**config.mk**
```make
export PLATFORM = sky130hd
export DESIGN_NAME = xml_char_escape_utf8
export DESIGN_NICKNAME = d
export VERILOG_FILES = /design/src/sv/xce_pkg.sv /design/src/sv/xce_front.sv /design/src/sv/xce_queue.sv /design/src/sv/xce_back.sv /design/src/sv/xml_char_escape_utf8.sv
export SDC_FILE = /design/constraint.sdc
export NUM_CORES = 1
export LEC_CHECK = 0
export BUFFER_PORTS_ARGS = -buffer_cell sky130_fd_sc_hd__buf_2
export CORE_MARGIN = 1.5
export CORE_UTILIZATION = 50
export DETAILED_ROUTE_END_ITERATION = 7
export HOLD_SLACK_MARGIN = 0.12
export PLACE_DENSITY = 0.67
export SYNTH_ARGS = -nofsm -noshare
export SYNTH_HDL_FRONTEND = slang
export SYNTH_SLANG_ARGS = --single-unit
```
**constraint.sdc**
```tcl
create_clock -name clk -period 4.75 [get_ports clk]
set_clock_uncertainty 0.2 [all_clocks]
set_input_delay 0.475 -clock clk [delete_from_list [all_inputs] [get_ports clk]]
set_output_delay 0.475 -clock clk [all_outputs]
set_load 0.01 [all_outputs]
```
**src/sv/xce_pkg.sv**
```systemverilog
`timescale 1ns / 1ps
`default_nettype none
// ----------------------------------------------------------------------------
// XML character escape package
// Shared types, constants and byte generation for the escape datapath.
// ----------------------------------------------------------------------------
package xce_pkg;

	localparam int unsigned CP_W       = 21;
	localparam int unsigned BMP_W      = 16;
	localparam int unsigned IDX_W      = 3;
	localparam int unsigned QUEUE_DEPTH = 4;

	localparam logic [BMP_W-1:0] CP_TAB      = 16'h0009;
	localparam logic [BMP_W-1:0] CP_LF       = 16'h000A;
	localparam logic [BMP_W-1:0] CP_CR       = 16'h000D;
	localparam logic [BMP_W-1:0] CP_SPACE    = 16'h0020;
	localparam logic [BMP_W-1:0] CP_QUOT     = 16'h0022;
	localparam logic [BMP_W-1:0] CP_AMP      = 16'h0026;
	localparam logic [BMP_W-1:0] CP_APOS     = 16'h0027;
	localparam logic [BMP_W-1:0] CP_LT       = 16'h003C;
	localparam logic [BMP_W-1:0] CP_GT       = 16'h003E;
	localparam logic [BMP_W-1:0] CP_BSLASH   = 16'h005C;
	localparam logic [BMP_W-1:0] CP_PRINT_LO = 16'h0021;
	localparam logic [BMP_W-1:0] CP_SURR_LO  = 16'hD7FF;
	localparam logic [BMP_W-1:0] CP_PRIV_LO  = 16'hE000;
	localparam logic [BMP_W-1:0] CP_BMP_HI   = 16'hFFFD;
	localparam logic [BMP_W-1:0] CP_ONE_LIM  = 16'h0080;
	localparam logic [BMP_W-1:0] CP_TWO_LIM  = 16'h0800;

	// Escape texts, first byte in the top bits
	localparam logic [63:0] TXT_AMP  = {"&amp;", 24'h0};
	localparam logic [63:0] TXT_LT   = {"&lt;", 32'h0};
	localparam logic [63:0] TXT_GT   = {"&gt;", 32'h0};
	localparam logic [63:0] TXT_APOS = {"&apos;", 16'h0};
	localparam logic [63:0] TXT_QUOT = {"&quot;", 16'h0};
	localparam logic [63:0] TXT_HEX  = "&#x00hh;";

	typedef enum logic [3:0] {
		K_AMP,
		K_LT,
		K_GT,
		K_APOS,
		K_QUOT,
		K_BSL,
		K_HEX,
		K_UTF1,
		K_UTF2,
		K_UTF3
	} xce_kind_t;

	typedef struct packed {
		xce_kind_t        kind;
		logic [BMP_W-1:0] cp;
	} xce_desc_t;

	typedef struct packed {
		logic valid;
		logic full;
	} xce_q_stat_t;

	function automatic logic [IDX_W-1:0] last_idx(input xce_kind_t kind);
		logic [IDX_W-1:0] r;
		case (kind)
			K_AMP:   r = 3'd4;
			K_LT:    r = 3'd3;
			K_GT:    r = 3'd3;
			K_APOS:  r = 3'd5;
			K_QUOT:  r = 3'd5;
			K_BSL:   r = 3'd1;
			K_HEX:   r = 3'd7;
			K_UTF1:  r = 3'd0;
			K_UTF2:  r = 3'd1;
			K_UTF3:  r = 3'd2;
			default: r = 3'd0;
		endcase
		return r;
	endfunction

	function automatic logic [7:0] hex_digit(input logic [3:0] v);
		return (v < 4'd10) ? (8'h30 + {4'h0, v}) : (8'h57 + {4'h0, v});
	endfunction

	function automatic logic [7:0] pick(input logic [63:0] txt, input logic [IDX_W-1:0] idx);
		return txt[{3'd7 - idx, 3'b000} +: 8];
	endfunction

	function automatic logic [7:0] byte_at(input xce_desc_t d, input logic [IDX_W-1:0] idx);
		logic [7:0] b;
		b = 8'h00;
		case (d.kind)
			K_AMP, K_LT, K_GT, K_APOS, K_QUOT: begin
				case (d.kind)
					K_AMP:   b = pick(TXT_AMP, idx);
					K_LT:    b = pick(TXT_LT, idx);
					K_GT:    b = pick(TXT_GT, idx);
					K_APOS:  b = pick(TXT_APOS, idx);
					K_QUOT:  b = pick(TXT_QUOT, idx);
					default: b = 8'h00;
				endcase
			end
			K_BSL: b = CP_BSLASH[7:0];
			K_HEX: begin
				case (idx)
					3'd5:    b = hex_digit(d.cp[7:4]);
					3'd6:    b = hex_digit(d.cp[3:0]);
					default: b = pick(TXT_HEX, idx);
				endcase
			end
			K_UTF1: b = d.cp[7:0];
			K_UTF2: b = (idx == 3'd0) ? {3'b110, d.cp[10:6]} : {2'b10, d.cp[5:0]};
			K_UTF3: begin
				case (idx)
					3'd0:    b = {4'hE, d.cp[15:12]};
					3'd1:    b = {2'b10, d.cp[11:6]};
					default: b = {2'b10, d.cp[5:0]};
				endcase
			end
			default: b = 8'h00;
		endcase
		return b;
	endfunction

endpackage
`default_nettype wire

```
**src/sv/xce_front.sv**
```systemverilog
`timescale 1ns / 1ps
`default_nettype none
// ----------------------------------------------------------------------------
// XML escape front end
// Accepts code points, classifies them and drops those with no output.
// ----------------------------------------------------------------------------
module xce_front (
	input  wire logic                         clk,
	input  wire logic                         arst_n,
	input  wire logic                         in_valid,
	output      logic                         in_ready,
	input  wire logic [xce_pkg::CP_W-1:0]     in_cp,
	output      logic                         out_valid,
	output      xce_pkg::xce_desc_t           out_desc,
	input  wire logic                         out_ready
);

	logic                       valid_s1;
	xce_pkg::xce_desc_t         desc_s1;
	logic [xce_pkg::BMP_W-1:0]  cp;
	logic                       keep;
	xce_pkg::xce_kind_t         kind;

	assign cp = in_cp[xce_pkg::BMP_W-1:0];

	always_comb begin
		keep = 1'b1;
		kind = xce_pkg::K_UTF1;
		if (in_cp[xce_pkg::CP_W-1:xce_pkg::BMP_W] != '0) begin
			keep = 1'b0;
		end else if (cp == xce_pkg::CP_AMP) begin
			kind = xce_pkg::K_AMP;
		end else if (cp == xce_pkg::CP_LT) begin
			kind = xce_pkg::K_LT;
		end else if (cp == xce_pkg::CP_GT) begin
			kind = xce_pkg::K_GT;
		end else if (cp == xce_pkg::CP_APOS) begin
			kind = xce_pkg::K_APOS;
		end else if (cp == xce_pkg::CP_QUOT) begin
			kind = xce_pkg::K_QUOT;
		end else if (cp == xce_pkg::CP_BSLASH) begin
			kind = xce_pkg::K_BSL;
		end else if (cp == xce_pkg::CP_TAB || cp == xce_pkg::CP_LF ||
		             cp == xce_pkg::CP_CR || cp == xce_pkg::CP_SPACE) begin
			kind = xce_pkg::K_HEX;
		end else if (!((cp >= xce_pkg::CP_PRINT_LO && cp <= xce_pkg::CP_SURR_LO) ||
		               (cp >= xce_pkg::CP_PRIV_LO && cp <= xce_pkg::CP_BMP_HI))) begin
			keep = 1'b0;
		end else if (cp < xce_pkg::CP_ONE_LIM) begin
			kind = xce_pkg::K_UTF1;
		end else if (cp < xce_pkg::CP_TWO_LIM) begin
			kind = xce_pkg::K_UTF2;
		end else begin
			kind = xce_pkg::K_UTF3;
		end
	end

	assign in_ready  = !valid_s1 || out_ready;
	assign out_valid = valid_s1;
	assign out_desc  = desc_s1;

	always_ff @(posedge clk or negedge arst_n) begin
		if (!arst_n) begin
			valid_s1 <= 1'b0;
		end else if (in_ready) begin
			valid_s1 <= in_valid && keep;
		end
	end

	always_ff @(posedge clk) begin
		if (in_ready && in_valid) begin
			desc_s1.kind <= kind;
			desc_s1.cp   <= cp;
		end
	end

endmodule
`default_nettype wire

```
**src/sv/xce_queue.sv**
```systemverilog
`timescale 1ns / 1ps
`default_nettype none
// ----------------------------------------------------------------------------
// XML escape descriptor queue
// Short first-in first-out buffer between front end and serialiser.
// ----------------------------------------------------------------------------
module xce_queue #(
	parameter int unsigned DEPTH = xce_pkg::QUEUE_DEPTH
) (
	input  wire logic               clk,
	input  wire logic               arst_n,
	input  wire logic               push,
	input  wire xce_pkg::xce_desc_t push_desc,
	input  wire logic               pop,
	output      xce_pkg::xce_desc_t head_desc,
	output      xce_pkg::xce_q_stat_t stat
);

	localparam int unsigned AW = (DEPTH > 1) ? $clog2(DEPTH) : 1;
	localparam int unsigned CW = $clog2(DEPTH + 1);

	xce_pkg::xce_desc_t mem_q [DEPTH];
	logic [AW-1:0]      wr_ptr_q;
	logic [AW-1:0]      rd_ptr_q;
	logic [CW-1:0]      count_q;
	logic               do_push;
	logic               do_pop;

	function automatic logic [AW-1:0] next_ptr(input logic [AW-1:0] p);
		return (p == AW'(DEPTH - 1)) ? '0 : p + AW'(1);
	endfunction

	assign stat.valid = (count_q != '0);
	assign stat.full  = (count_q == CW'(DEPTH));
	assign do_push    = push && !stat.full;
	assign do_pop     = pop && stat.valid;
	assign head_desc  = mem_q[rd_ptr_q];

	always_ff @(posedge clk or negedge arst_n) begin
		if (!arst_n) begin
			wr_ptr_q <= '0;
			rd_ptr_q <= '0;
			count_q  <= '0;
		end else begin
			if (do_push) begin
				wr_ptr_q <= next_ptr(wr_ptr_q);
			end
			if (do_pop) begin
				rd_ptr_q <= next_ptr(rd_ptr_q);
			end
			if (do_push && !do_pop) begin
				count_q <= count_q + CW'(1);
			end else if (do_pop && !do_push) begin
				count_q <= count_q - CW'(1);
			end
		end
	end

	always_ff @(posedge clk) begin
		if (do_push) begin
			mem_q[wr_ptr_q] <= push_desc;
		end
	end

endmodule
`default_nettype wire

```
**src/sv/xce_back.sv**
```systemverilog
`timescale 1ns / 1ps
`default_nettype none
// ----------------------------------------------------------------------------
// XML escape serialiser
// Expands one descriptor into its output bytes, one byte per transaction.
// ----------------------------------------------------------------------------
module xce_back (
	input  wire logic                clk,
	input  wire logic                arst_n,
	input  wire logic                head_valid,
	input  wire xce_pkg::xce_desc_t  head_desc,
	output      logic                pop,
	output      logic                out_valid,
	output      logic [7:0]          out_byte,
	output      logic                out_last,
	input  wire logic                out_ready
);

	logic [xce_pkg::IDX_W-1:0] idx_q;
	logic                      valid_q;
	logic [7:0]                byte_q;
	logic                      last_q;
	logic                      load;
	logic                      at_last;

	assign load      = head_valid && (!valid_q || out_ready);
	assign at_last   = (idx_q == xce_pkg::last_idx(head_desc.kind));
	assign pop       = load && at_last;
	assign out_valid = valid_q;
	assign out_byte  = byte_q;
	assign out_last  = last_q;

	always_ff @(posedge clk or negedge arst_n) begin
		if (!arst_n) begin
			valid_q <= 1'b0;
			idx_q   <= '0;
		end else begin
			if (load) begin
				valid_q <= 1'b1;
				idx_q   <= at_last ? '0 : idx_q + xce_pkg::IDX_W'(1);
			end else if (out_ready) begin
				valid_q <= 1'b0;
			end
		end
	end

	always_ff @(posedge clk) begin
		if (load) begin
			byte_q <= xce_pkg::byte_at(head_desc, idx_q);
			last_q <= at_last;
		end
	end

endmodule
`default_nettype wire

```
**src/sv/xml_char_escape_utf8.sv**
```systemverilog
`timescale 1ns / 1ps
`default_nettype none
// ----------------------------------------------------------------------------
// XML character escape to UTF-8
// Escapes one code point per transaction into XML-safe UTF-8 bytes.
//
// Channel  Dir  Width  Content
// s_*      in   24     tdata[20:0] code_point, upper bits zero
// m_*      out  8      tdata[7:0] out_byte, tlast last_byte
//
// One code point per cycle while each gives one byte and m_tready stays high; an
// escape of n bytes leaves through the single-byte output register one byte at a time.
// The path from input to first byte is registered in classify, queue and output.
// Rejected code points are dropped in the front end and give no transaction.
// Reset clears the valid flags and queue pointers; data registers are not reset.
// The queue lets the input keep flowing while long escapes drain.
// ----------------------------------------------------------------------------
module xml_char_escape_utf8 #(
	parameter int unsigned QUEUE_DEPTH = xce_pkg::QUEUE_DEPTH
) (
	input  wire logic        clk,
	input  wire logic        arst_n,
	input  wire logic        s_tvalid,
	output      logic        s_tready,
	input  wire logic [23:0] s_tdata,   // [20:0] code_point, [23:21] zero
	output      logic        m_tvalid,
	input  wire logic        m_tready,
	output      logic [7:0]  m_tdata,   // [7:0] out_byte
	output      logic        m_tlast
);

	logic                 f_valid;
	xce_pkg::xce_desc_t   f_desc;
	xce_pkg::xce_desc_t   q_head;
	xce_pkg::xce_q_stat_t q_stat;
	logic                 q_pop;

	xce_front u_front (
		.clk       (clk),
		.arst_n    (arst_n),
		.in_valid  (s_tvalid),
		.in_ready  (s_tready),
		.in_cp     (s_tdata[xce_pkg::CP_W-1:0]),
		.out_valid (f_valid),
		.out_desc  (f_desc),
		.out_ready (!q_stat.full)
	);

	xce_queue #(
		.DEPTH (QUEUE_DEPTH)
	) u_queue (
		.clk       (clk),
		.arst_n    (arst_n),
		.push      (f_valid),
		.push_desc (f_desc),
		.pop       (q_pop),
		.head_desc (q_head),
		.stat      (q_stat)
	);

	xce_back u_back (
		.clk        (clk),
		.arst_n     (arst_n),
		.head_valid (q_stat.valid),
		.head_desc  (q_head),
		.pop        (q_pop),
		.out_valid  (m_tvalid),
		.out_byte   (m_tdata),
		.out_last   (m_tlast),
		.out_ready  (m_tready)
	);

	a_pop_marks_last: assert property (@(posedge clk) disable iff (!arst_n)
		q_pop |=> (m_tvalid && m_tlast))
		else $error("queue popped without a last byte loaded");

	a_drop_supplementary: assert property (@(posedge clk) disable iff (!arst_n)
		(s_tvalid && s_tready && s_tdata[20:16] != 5'd0) |=> !f_valid)
		else $error("code point above the basic plane was not dropped");

	a_push_lands: assert property (@(posedge clk) disable iff (!arst_n)
		(f_valid && !q_stat.full) |=> q_stat.valid)
		else $error("pushed descriptor missing from queue");

endmodule
`default_nettype wire

```
* Word-level counts from Yosys, hierarchy flattened
Memory sizes are Yosys's and may differ from the RTL's.
Cells that the tools add are included.
** Operators by class
- Add/sub/neg operators :: 10
- Magnitude comparators :: 8
- Equal/unequal tests :: 26
- Shift operators :: 6
- Mux-type cells :: 35
- Bitwise gates (word level) :: 1
- Reductions and logical operators :: 29
** Operators with widths (count)
- $shiftx 64x7->8 const A :: 6
- $eq 16x6->1 const B :: 6
- $eq 16x4->1 const B :: 3
- $pmux 8 s6 :: 1
- $pmux 8 s5 :: 1
- $mux 3 :: 12
- $le 16x16->1 const B :: 2
- $add 7x4->8 const A :: 2
- $eq 16x7->1 const B :: 1
- $eq 4x3->1 const B :: 4
- $ge 16x16->1 const B :: 1
- $ge 16x6->1 const B :: 1
- $lt 16x12->1 const B :: 1
- $lt 16x8->1 const B :: 1
- $mux 8 :: 2
- $pmux 8 s2 :: 1
- $add 6x4->7 const A :: 2
- $mux 1 :: 14
- $pmux 7 s2 :: 1
- $logic_and 1x1->1 :: 10
- $reduce_or 10->1 :: 1
- $eq 3x3->1 const B :: 3
- $eq 4x2->1 const B :: 2
- $eq 4x4->1 const B :: 2
- other kinds (20) :: 35
** Storage, ports and cells
- Flip-flop bits (word level) :: 41
- RAM bits :: 80
- ROM bits :: 48
- Input port bits :: 28
- Output and inout port bits :: 11
- Logic and storage cells :: 128
- Memories kept :: 2
** Memory list
- u_queue.mem_q :: depth 4, bits a word 20, rd ports 1, clocked after memory_dff 0, wr ports 1, line xce_queue.sv:22 : xce_pkg::xce_desc_t mem_q [DEPTH];
- (no name shown) :: depth 16, bits a word 3, rd ports 1, clocked after memory_dff 0, wr ports 0, line xce_pkg.sv:64 : case (kind)

* Logic depth before layout (Yosys ltp)
- Depth in word-level cells :: 13
- Mapped depth :: 17
- Mapped depth without buffers :: 14

* Cells and area by module
A second synthesis with hierarchy kept.
** Unflattened totals
- Cells, all modules :: 432
- Area, all modules :: 6098.3 um^2
** Modules (own cells, without submodules)
- xce_queue :: times used 1, cells each 141, area an instance 3433.3 um^2, sequential area each 2577.5 um^2
- xce_back :: times used 1, cells each 216, area an instance 1725.4 um^2, sequential area each 370.4 um^2
- xce_front :: times used 1, cells each 74, area an instance 935.9 um^2, sequential area each 625.6 um^2
- xml_char_escape_utf8 :: times used 1, cells each 1, area an instance 3.8 um^2, sequential area each 0.0 um^2

* Least setup slack after synthesis
OpenSTA, ideal clock, no wires.
- Path kind :: flip-flop to flip-flop
- Start :: reg u_queue.rd_ptr_q[0]
- End :: reg u_queue.count_q[1]
- Library setup time :: 0.125 ns
- Arrival :: 4.188 ns
- Required time :: 4.425 ns
- Setup slack :: 0.237 ns
- Cell stages (with the launch flop) :: 16
- Buffers on the path :: 3
- Clock period less this slack :: 4.513 ns
- Cell sequence :: dfrtp_1 buf_6 buf_2 buf_1 mux4_2 inv_1 ha_1 inv_1 mux2_2 o211ai_2 o211ai_2 or3b_4 ha_1 inv_1 fa_1 mux2_2
** Between the ends
- Cells in the longest elaborated chain, start to end :: 8
- Elaborated cells between the ends (all ways) :: 10
- Classes of those cells :: eq/ne (1); mux (1); reduce/logical (6); memory (2)
** Ends and longest elaborated chain
- start: declaration :: line xce_queue.sv:24 : logic [AW-1:0] rd_ptr_q;
- start signal: assignment :: line xce_queue.sv:49 : rd_ptr_q <= next_ptr(rd_ptr_q);
- $mem_v2 4x20 (*)
- $mem_v2 16x3 (*)
- $eq 3x3->1 (*) :: line xce_back.sv:27 : assign at_last = (idx_q == xce_pkg::last_idx(head_desc.kind));
- $logic_and 1x1->1 (*) :: line xce_back.sv:28 : assign pop = load && at_last;
- $logic_and 1x1->1 (*) :: line xce_queue.sv:36 : assign do_pop = pop && stat.valid;
- $logic_not 1->1 :: line xce_queue.sv:51 : if (do_push && !do_pop) begin
- $logic_and 1x1->1 :: line xce_queue.sv:51
- $mux 3 / $reduce_bool 2->1 (equally long branches)
- end signal: assignment :: line xce_queue.sv:52 : count_q <= count_q + CW'(1);
- end signal: assignment :: line xce_queue.sv:54 : count_q <= count_q - CW'(1);
- end: declaration :: line xce_queue.sv:25 : logic [CW-1:0] count_q;
Every way passes the cells marked *; elsewhere a longest branch is shown, timed or not.
A chain may end at the register's enable or synchronous reset.

* Worst setup path after layout
Same ends and word-level chain as after synthesis.

==> flow_summary.json <==
{
  "status": "complete, no violations",
  "timing.rr.start": "u_queue.rd_ptr_q[0]",
  "numCtsBuffers": 17,
  "place.gp.congestion": 0.860,
  "grt_max_degree": 36,
  "grt_pass1_wl_mm": 20.0,
  "setup_viol": 0,
  "syn_inst": 456,
  "start_util": 0.520,
  "maxCapViolCount": 0,
  "first_pass_iters": 6,
  "synth_edf_count": 109,
  "numClockSinks": 121,
  "drive_gt1_frac": 0.201,
  "grt_pass1_vias": 4054,
  "wl_per_cell_um": 19.0,
  "synth_top_area_frac": 0.542,
  "ant_nets": 0,
  "final_cell_mix": "109 x edfxtp_1, 35 x buf_2, 33 x nor2_1",
  "worstSetupPathType": "flip-flop to flip-flop",
  "start_kind": "flip-flop",
  "rows": 39,
  "syn-cell-area_mm2": 0.00604,
  "mostFrequentLayoutCell": "edfxtp_1",
  "ys_warn_count": 0,
  "fmax_mhz": 247,
  "clk_latency_ns": 0.41,
  "track_usage": 0.207,
  "path_common_cell": "inv_1",
  "crit_start": "u_queue.rd_ptr_q[0]",
  "cp_max_fo": 8,
  "setup_tns_ns": 0,
  "ff2ff_setup_slack_ns": 0.70,
  "tightestPinTransition_ns": 1.08,
  "rr_worst_depth": 12,
  "clock_path_buffers": 2,
  "yosysTopAreaCell": "edfxtp_1",
  "ir_worst_vdd_mv": 0.265,
  "cp-endpoint": "u_queue.count_q[1]",
  "path_depth": 12,
  "fp.coreArea_mm2": 0.0116,
  "root_buffer": "clkbuf_16",
  "min_path_type": "primary input to flip-flop",
  "rsz0062_at_grt": "no",
  "dr_total_vias": 4082,
  "wl_mm": 12.6,
  "endpoint_kind": "flip-flop",
  "cts_tree": "yes",
  "power.density_mw_per_mm2": 615,
  "num_antenna_cells": 0,
  "die_x_um": 113,
  "syn_nets": 503,
  "worstPathCellList": "mux4_2, inv_1, ha_1, inv_1, mux2_2, o211ai_2, o211ai_2, or3b_4, ha_1, inv_1, fa_1, mux2_2",
  "grt_overflow": 0,
  "cp_num_buf_inv": 3,
  "io_buffers": 35,
  "nNetsFinal": 552,
  "crit_slowest_cell": "mux4_2",
  "synth_area_leaders": "edfxtp_1 54%, mux4_2 7.8%, dfrtp_1 5.0%",
  "async_flop_share": 0.0992,
  "finalCritPeriodShare": 0.853,
  "cpPeakStageDelay_ns": 0.61,
  "syn_avg_cell_area_um2": 13.2,
  "syn2layout_area_growth_pct": 17.0,
  "holdPathStages": 3,
  "instances_no_fill": 661,
  "die_area_mm2": 0.0127,
  "finalHoldViolCount": 0,
  "crit_family": "multiplexers",
  "clk_pin_slew_ns": 0.05,
  "r2r_end": "u_queue.count_q[1]",
  "cts_setup_buffers": 0,
  "dieHeight_um": 113,
  "vias_per_cell": 6.18,
  "cts_htree_levels": 4,
  "finalMaxSlewViolations": 0,
  "drcViolationCount": 0,
  "period_needed_ns": 4.05,
  "dpl.cell_count": 616,
  "synth_cell_types": 67,
  "synth_seq_cells": 121,
  "grt_antenna_before_repair": 0,
  "cp.arrival_ns": 4.14,
  "p_leak_nw": 2.50,
  "synth-main-ff-cell": "edfxtp_1",
  "yosysSeqAreaShare": 0.592,
  "max_slew_margin": 0.280,
  "ioPinCount": 39,
  "dp_hpwl_mm": 8.34,
  "critPathRequiredTime_ns": 4.84,
  "drt-initial-drc-count": 389
}
timing repair:
| item | CTS | global route |
|---|---|---|
| resized for setup | 0 | 0 |
| endpoints found under the hold margin | 24 | 0 |
| hold buffers | 13 | 0 |
layout make-up:
cell class                 count  area [um^2]
tap                          143          179
timing repair buffer          55          358
inverter                      17         63.8
fill                         891         4550
clock inverter                 8          120
sequential                   121         3570
multi-input combinational    293         2290
clock buffer                  24          482
state kept, by name, summed over array words and instances (netlist names):
| signal | flops |
|---|---|
| u_back.out_last | 1 |
| u_back.idx_q | 3 |
| u_back.out_byte | 8 |
| u_queue.count_q | 3 |
| u_front.out_valid | 1 |
| u_front.out_desc | 20 |
| u_queue.mem_q | 80 |
| u_queue.wr_ptr_q | 2 |
| u_queue.rd_ptr_q | 2 |
| u_back.out_valid | 1 |
metal layers:
metal	wire, um	part of all wire	track usage	vias up
met5	0	0	0	-
met4	302	0.024	0.101	0
met3	583	0.046	0.0520	24
met1	5340	0.42	0.244	2021
li1	-	-	-	1891
met2	6350	0.50	0.356	146
tightest hold or removal path: stages:
cell	delay (ns)
buf_2	0.10
nand2_1	0.04
o21ai_0	0.07
cells in the mapped netlist (7+ instances only):
cell type	number
clkbuf_1	17
nor3_1	12
o21ai_0	25
inv_1	16
mux4_2	21
nand3_1	13
and2_1	7
nand4_1	9
ha_1	18
edfxtp_1	109
nor2_1	33
dfrtp_1	12
nor2b_1	7
a21oi_1	25
nand2_1	26
cell families (layout without fill, tap and decap cells):
| logic type | count (synthesis) | after routing | synth area share |
|---|---|---|---|
| AOI/OAI and AO/OA | 105 | 105 | 0.119 |
| xor gates and xnor gates | 7 | 7 | 0.0102 |
| adders and majority gates | 19 | 19 | 0.0406 |
| buffers and inverters | 42 | 104 | 0.0292 |
| DFF | 121 | 121 | 0.592 |
| muxes | 33 | 33 | 0.101 |
| and+or+nand+nor | 129 | 129 | 0.109 |
through the flow:
stage | hold WS, ns | setup slack (ns) | power (mW) | instance area, um^2 | utilization
2_1_floorplan | -0.0206 | 0.237 | 2.65 | 6040 | -
3_3_place_gp | 0.171 | 0.792 | 3.00 | 6330 | 0.545
3_5_place_dp | 0.181 | 0.706 | 3.04 | 6330 | 0.545
4_1_cts | 0.121 | 0.685 | 4.35 | 7070 | 0.608
5_1_grt | 0.131 | 0.426 | 4.57 | 7070 | 0.608
6_report | 0.132 | 0.700 | 4.34 | 7070 | 0.608
worst min path at each step:
stage                     endpoint       start
3_3_place_gp      u_back.out_valid      arst_n
3_5_place_dp      u_back.out_valid      arst_n
4_1_cts          u_front.out_valid    s_tvalid
2_1_floorplan      u_back.idx_q[0]      arst_n
5_1_grt        u_front.out_desc[6]  s_tdata[6]
6_report         u_front.out_valid    s_tvalid
power by group:
group,internal (mW),leakage [nW],switching [mW]
Sequential,1.29,1.14,0.118
Combinational,0.679,1.07,0.966
Clock,0.863,0.290,0.425
Total,2.83,2.50,1.51
(Power assumes the default switching activity.)
